==> src/sv/spq_pkg.sv <==
// Shared types and constants for the sorted priority queue.
`default_nettype none

package spq_pkg;

    // Field widths and default store depth
    localparam int VAL_W     = 16;
    localparam int PRI_W     = 8;
    localparam int DEPTH_DEF = 16;

    // Operation codes carried on the kind field
    typedef enum logic {
        KIND_INSERT = 1'b0,
        KIND_REMOVE = 1'b1
    } t_kind;

    // Result status codes
    typedef enum logic [1:0] {
        ST_INSERTED = 2'd0,
        ST_FULL     = 2'd1,
        ST_REMOVED  = 2'd2,
        ST_EMPTY    = 2'd3
    } t_status;

    // Broadcast control from the top level to every cell
    typedef struct packed {
        logic             ins;      // a word is being inserted this cycle
        logic             rem;      // the head is being removed this cycle
        logic [VAL_W-1:0] new_val;
        logic [PRI_W-1:0] new_pri;
    } t_cell_ctl;

endpackage

`default_nettype wire

==> src/sv/sorted_priority_queue_core.sv <==
// Top level of the sorted priority queue: cell chain, fill count and result register.
// Sorted priority queue of DEPTH entries built as a row of cells. Every cell compares its
// own priority against the incoming one and then holds, takes the new word, or shifts
// toward a neighbor, all in the same cycle, so an insert or a remove is accepted every cycle
// and its result word appears in the output register on the next cycle. The rate is set
// by the per-cell compare and the one-deep output register: the input is stalled only
// while a result word is waiting and the output side stalls. Equal priorities
// leave in arrival order. An insert into a full queue and a remove from an empty queue
// change nothing and report status FULL and EMPTY with zero value and priority.
`default_nettype none

module sorted_priority_queue_core
    import spq_pkg::*;
#(
    parameter int DEPTH = DEPTH_DEF
) (
    input  wire logic             i_clk,
    input  wire logic             i_rst_n,
    // input channel
    input  wire logic             i_in_valid,
    output logic                  o_in_stall,
    input  wire logic             i_kind,
    input  wire logic [VAL_W-1:0] i_value_in,
    input  wire logic [PRI_W-1:0] i_priority_in,
    // output channel
    output logic                  o_out_valid,
    input  wire logic             i_out_stall,
    output logic      [VAL_W-1:0] o_value_out,
    output logic      [PRI_W-1:0] o_priority_out,
    output logic      [1:0]       o_status
);

    localparam int CW = $clog2(DEPTH + 1);

    logic [CW-1:0]    r_count, n_count;
    logic             r_out_valid, n_out_valid;
    logic [VAL_W-1:0] r_val, n_val;
    logic [PRI_W-1:0] r_pri, n_pri;
    t_status          r_status, n_status;

    logic      accept, is_full, is_empty;
    t_cell_ctl ctl;

    logic             w_ge  [DEPTH];
    logic [VAL_W-1:0] w_val [DEPTH];
    logic [PRI_W-1:0] w_pri [DEPTH];

    // Input is held off only while a result word waits on a stalled output
    assign o_in_stall = r_out_valid && i_out_stall;
    assign accept     = i_in_valid && !o_in_stall;
    assign is_full    = (r_count == CW'(DEPTH));
    assign is_empty   = (r_count == '0);

    // Broadcast control to the chain
    assign ctl.ins     = accept && (t_kind'(i_kind) == KIND_INSERT) && !is_full;
    assign ctl.rem     = accept && (t_kind'(i_kind) == KIND_REMOVE) && !is_empty;
    assign ctl.new_val = i_value_in;
    assign ctl.new_pri = i_priority_in;

    // Cell chain; the head sits at index 0
    for (genvar g = 0; g < DEPTH; g++) begin : g_cell
        logic             left_ge;
        logic [VAL_W-1:0] left_val, right_val;
        logic [PRI_W-1:0] left_pri, right_pri;

        if (g == 0) begin : g_head
            assign left_ge  = 1'b1;
            assign left_val = i_value_in;
            assign left_pri = i_priority_in;
        end else begin : g_mid
            assign left_ge  = w_ge[g-1];
            assign left_val = w_val[g-1];
            assign left_pri = w_pri[g-1];
        end

        if (g == DEPTH - 1) begin : g_tail
            assign right_val = w_val[g];
            assign right_pri = w_pri[g];
        end else begin : g_inner
            assign right_val = w_val[g+1];
            assign right_pri = w_pri[g+1];
        end

        spq_cell u_cell (
            .i_clk       (i_clk),
            .i_ctl       (ctl),
            .i_occupied  (r_count > CW'(g)),
            .i_left_ge   (left_ge),
            .i_left_val  (left_val),
            .i_left_pri  (left_pri),
            .i_right_val (right_val),
            .i_right_pri (right_pri),
            .o_ge        (w_ge[g]),
            .o_val       (w_val[g]),
            .o_pri       (w_pri[g])
        );
    end

    // Fill count and result word
    always_comb begin
        n_count     = r_count;
        n_out_valid = r_out_valid && i_out_stall;
        n_val       = r_val;
        n_pri       = r_pri;
        n_status    = r_status;
        if (ctl.ins) begin
            n_count = r_count + CW'(1);
        end else if (ctl.rem) begin
            n_count = r_count - CW'(1);
        end
        if (accept) begin
            n_out_valid = 1'b1;
            n_val       = '0;
            n_pri       = '0;
            priority if (ctl.ins) begin
                n_status = ST_INSERTED;
            end else if (ctl.rem) begin
                n_status = ST_REMOVED;
                n_val    = w_val[0];
                n_pri    = w_pri[0];
            end else if (t_kind'(i_kind) == KIND_INSERT) begin
                n_status = ST_FULL;
            end else begin
                n_status = ST_EMPTY;
            end
        end
    end

    // Control state
    always_ff @(posedge i_clk) begin
        if (!i_rst_n) begin
            r_count     <= '0;
            r_out_valid <= 1'b0;
        end else begin
            r_count     <= n_count;
            r_out_valid <= n_out_valid;
        end
    end

    // Result payload
    always_ff @(posedge i_clk) begin
        r_val    <= n_val;
        r_pri    <= n_pri;
        r_status <= n_status;
    end

    assign o_out_valid    = r_out_valid;
    assign o_value_out    = r_val;
    assign o_priority_out = r_pri;
    assign o_status       = r_status;

endmodule

`default_nettype wire

==> src/sv/spq_cell.sv <==
// One slot of the sorted queue: holds an entry and shifts with its neighbors.
`default_nettype none

module spq_cell
    import spq_pkg::*;
(
    input  wire logic             i_clk,
    input  wire t_cell_ctl        i_ctl,
    input  wire logic             i_occupied,   // slot index is below the fill count
    input  wire logic             i_left_ge,    // left neighbor stays in place on insert
    input  wire logic [VAL_W-1:0] i_left_val,
    input  wire logic [PRI_W-1:0] i_left_pri,
    input  wire logic [VAL_W-1:0] i_right_val,
    input  wire logic [PRI_W-1:0] i_right_pri,
    output logic                  o_ge,
    output logic      [VAL_W-1:0] o_val,
    output logic      [PRI_W-1:0] o_pri
);

    logic [VAL_W-1:0] r_val, n_val;
    logic [PRI_W-1:0] r_pri, n_pri;

    // Entry keeps its place if it outranks or ties the incoming priority
    assign o_ge  = i_occupied && (r_pri >= i_ctl.new_pri);
    assign o_val = r_val;
    assign o_pri = r_pri;

    // Next entry: hold, take the new word, shift down from left, or shift up from right
    always_comb begin
        n_val = r_val;
        n_pri = r_pri;
        if (i_ctl.ins && !o_ge) begin
            if (i_left_ge) begin
                n_val = i_ctl.new_val;
                n_pri = i_ctl.new_pri;
            end else begin
                n_val = i_left_val;
                n_pri = i_left_pri;
            end
        end else if (i_ctl.rem) begin
            n_val = i_right_val;
            n_pri = i_right_pri;
        end
    end

    // Payload only, no reset
    always_ff @(posedge i_clk) begin
        r_val <= n_val;
        r_pri <= n_pri;
    end

endmodule

`default_nettype wire

==> config.mk <==
export PLATFORM = sky130hd
export DESIGN_NAME = sorted_priority_queue_core
export DESIGN_NICKNAME = d
export VERILOG_FILES = /design/src/sv/spq_pkg.sv /design/src/sv/sorted_priority_queue_core.sv /design/src/sv/spq_cell.sv
export SDC_FILE = /design/constraint.sdc
export NUM_CORES = 1
export LEC_CHECK = 0
export ABC_AREA = 1
export BUFFER_PORTS_ARGS = -buffer_cell sky130_fd_sc_hd__buf_4
export CAP_MARGIN = 30
export CORE_AREA = 4 4 257 259
export CTS_CLUSTER_SIZE = 30
export DETAILED_ROUTE_END_ITERATION = 16
export DIE_AREA = 0 0 261 263
export HOLD_SLACK_MARGIN = 0.15
export SLEW_MARGIN = 20
export SYNTH_ARGS = -nofsm -noshare
export SYNTH_HDL_FRONTEND = slang
export SYNTH_HIERARCHICAL = 1
export SYNTH_SLANG_ARGS = --single-unit
export TNS_END_PERCENT = 20
==> constraint.sdc <==
create_clock -name i_clk -period 4.4 [get_ports i_clk]
set_input_delay 1.32 -clock i_clk [delete_from_list [all_inputs] [get_ports i_clk]]
set_output_delay 1.32 -clock i_clk [all_outputs]
set_load 0.05 [all_outputs]
==> flow_summary.yaml <==
status:
  status: "completed"
setup_path:
  cpLargestDelayFamily: "simple AND/OR/NAND/NOR gates"
  crit_buf_inv: 4
  timing.rr.end: "g_cell[14].u_cell/o_val[12]"
  worstRegToRegCells: 9
  critPathCaptureType: "flip-flop"
  critPathMaxFanout: 33
  crit_start: "i_priority_in[7]"
  cp_cell_sequence: "buf_4, inv_1, ha_1, nand2_1, nor2_2, nand4_1, nand3_2, nand2_4, inv_1, buf_4, mux2_2, nand3_1, nand2_1"
  reg2reg_slack_ns: 1.18
  crit_type: "input port to flip-flop"
  crit_end: "g_cell[10].u_cell/o_val[0]"
  cp.arrival_ns: 3.71
  r2r-start: "r_count[1]"
  worst-path-stages: 13
  slowest_stage: "mux2_2"
  critical_path.max_stage_delay_ns: 0.37
  cp-start-kind: "input port"
  required_ns: 4.75
finish:
  final_util_pct: 48.3
  nNetsFinal: 3092
  fill_cells: 5970
  drive_gt1_share_pct: 31.0
  multi_input_area_um2: 13800
  design_area_um2: 30800
  diodes: 0
  syn2layout_area_growth_pct: 8.24
  seq_area_um2: 12400
sta:
  setup_tns_ns: 0
  rsz0062_at_grt: "no"
  final-hold-violation-count: 0
  drv_slew: 0
  fmax_ghz: 0.297
  setup_viol: 0
  slew_headroom_pct: 38.6
  fin_skew_ns: 0.00842
  period_share_pct: 76.5
  hold_ws_ns: 0.539
  min_period_ns: 3.37
  tightest_slew_ns: 0.921
clock_tree:
  cts_root_buffer: "clkbuf_16"
  cts_htree_levels: 2
  clk_pin_slew_ns: 0.06
  cts_hold_buf: 0
  clockBufferDepth: 3
  cts_tree: "yes"
  cts-buffers-inserted: 49
  postCtsSetupRepairBufs: 0
  cts_resized: 0
  insertion_delay_ns: 0.59
  clock_sinks: 416
hold_path:
  worstHoldStart: "g_cell[8].u_cell/o_val[3]"
  min_path_type: "flip-flop to flip-flop"
floorplanning:
  rows: 93
  pin_count: 57
  die_width_um: 261
  start_util_pct: 44.6
  core_area_um2: 63900
  dieHeight_um: 263
  dieArea_um2: 68600
global_routing:
  grt_pass1_wl_um: 115000
  grt.overflow.total: 0
  grt_max_degree: 100
  grt_pass1_vias: 20900
  grt_usage_pct: 20.6
  antenna_found_initial: 0
route:
  drc: 0
  route.met3.wl_um: 3140
  ant_nets: 0
  wirelength_met1_um: 31200
  wl_per_cell_um: 18.8
  wl_met2_um: 35200
  drt-pass1-iter-count: 5
  highest_layer: "met4"
  wl_um: 71700
  viasPerCell: 5.32
  drt_iter0_markers: 1395
  num_vias: 20300
synth:
  synth_cells: 2911
  synth.cell_area_um2: 28500
  ys_warn_count: 6
  syn_area_per_cell_um2: 9.79
  synth_nets: 3074
power:
  p_per_area_nw_per_um2: 456
  ir_worst_vdd_mv: 0.283
  p_leak_uw: 0.0137
  finalPower_uw: 14100
placed_design:
  place.gp.congestion: 0.819
  port_buffers: 56
  place_area_um2: 29400
  dpl.hpwl_um: 52800
flow_run:
  cap_viol_max_count: 0
==> per-stage QoR <==
stage               worst slack [ns]  instances
floorplan                       1.01       2911
global placement               0.472       3730
detailed placement             0.468       3733
CTS                             1.08       3821
global route                   0.934       3821
finish                          1.03       3821
==> routing by layer <==
metal / global-route usage [%] / vias up
li1: - / 9907
met3: 2.27 / 122
met5: 0 / -
met2: 36.2 / 515
met4: 6.06 / 0
met1: 26.9 / 9788
==> area by class of cell <==
type,instances,area share [%]
inverter,249,3.03
timing repair buffer,133,3.66
clock inverter,30,0.592
tap,855,3.47
multi-input combinational,2080,44.7
sequential,416,40.3
clock buffer,58,4.22
==> registers in the layout, summed over array words and instances (netlist names) <==
name                 count
g_cell.u_cell/o_pri    128
o_value_out             16
r_count                  5
o_priority_out           8
o_out_valid              1
g_cell.u_cell/o_val    256
o_status                 2
==> worst min path at each step <==
stage                                             to  cells after the start
after global routing       g_cell[7].u_cell/o_val[8]                      2
final                      g_cell[7].u_cell/o_val[3]                      2
after detailed placement   g_cell[8].u_cell/o_val[5]                      2
after CTS                  g_cell[8].u_cell/o_val[5]                      2
after floorplan           g_cell[0].u_cell/o_val[15]                      2
after global placement     g_cell[8].u_cell/o_val[5]                      2
==> where the power goes <==
part	total, uW	switching [uW]	internal [uW]
logic	4330	2520	1810
clock network	3860	1660	2210
registers	5870	511	5360
total	14100	4690	9380
==> worst reg2reg max path: stages, from the launching register on <==
cell and delay, ns:
dfxtp_1 0.54, inv_1 0.18, ha_1 0.26, o21ai_0 0.72
nand2_4 0.27, inv_1 0.10, buf_4 0.35, mux2_2 0.39
nand3_1 0.09, nand2_1 0.07
==> placed cells by master (no fill, tap or decap), drive strengths merged <==
cell type	count
conb	1
a21o	16
dfxtp	6
xnor2	1
a22oi	1
nand4	16
xor2	1
bufinv	2
mux2	384
inv	249
clkbuf	58
ha	134
nor3	1
o311ai	1
nand3	408
clkinv	27
buf	133
nand2	979
a21oi	36
edfxtp	410
clkinvlp	1
o21ai	9
nor2	92
No activity file was read; power rests on OpenSTA's default activity.
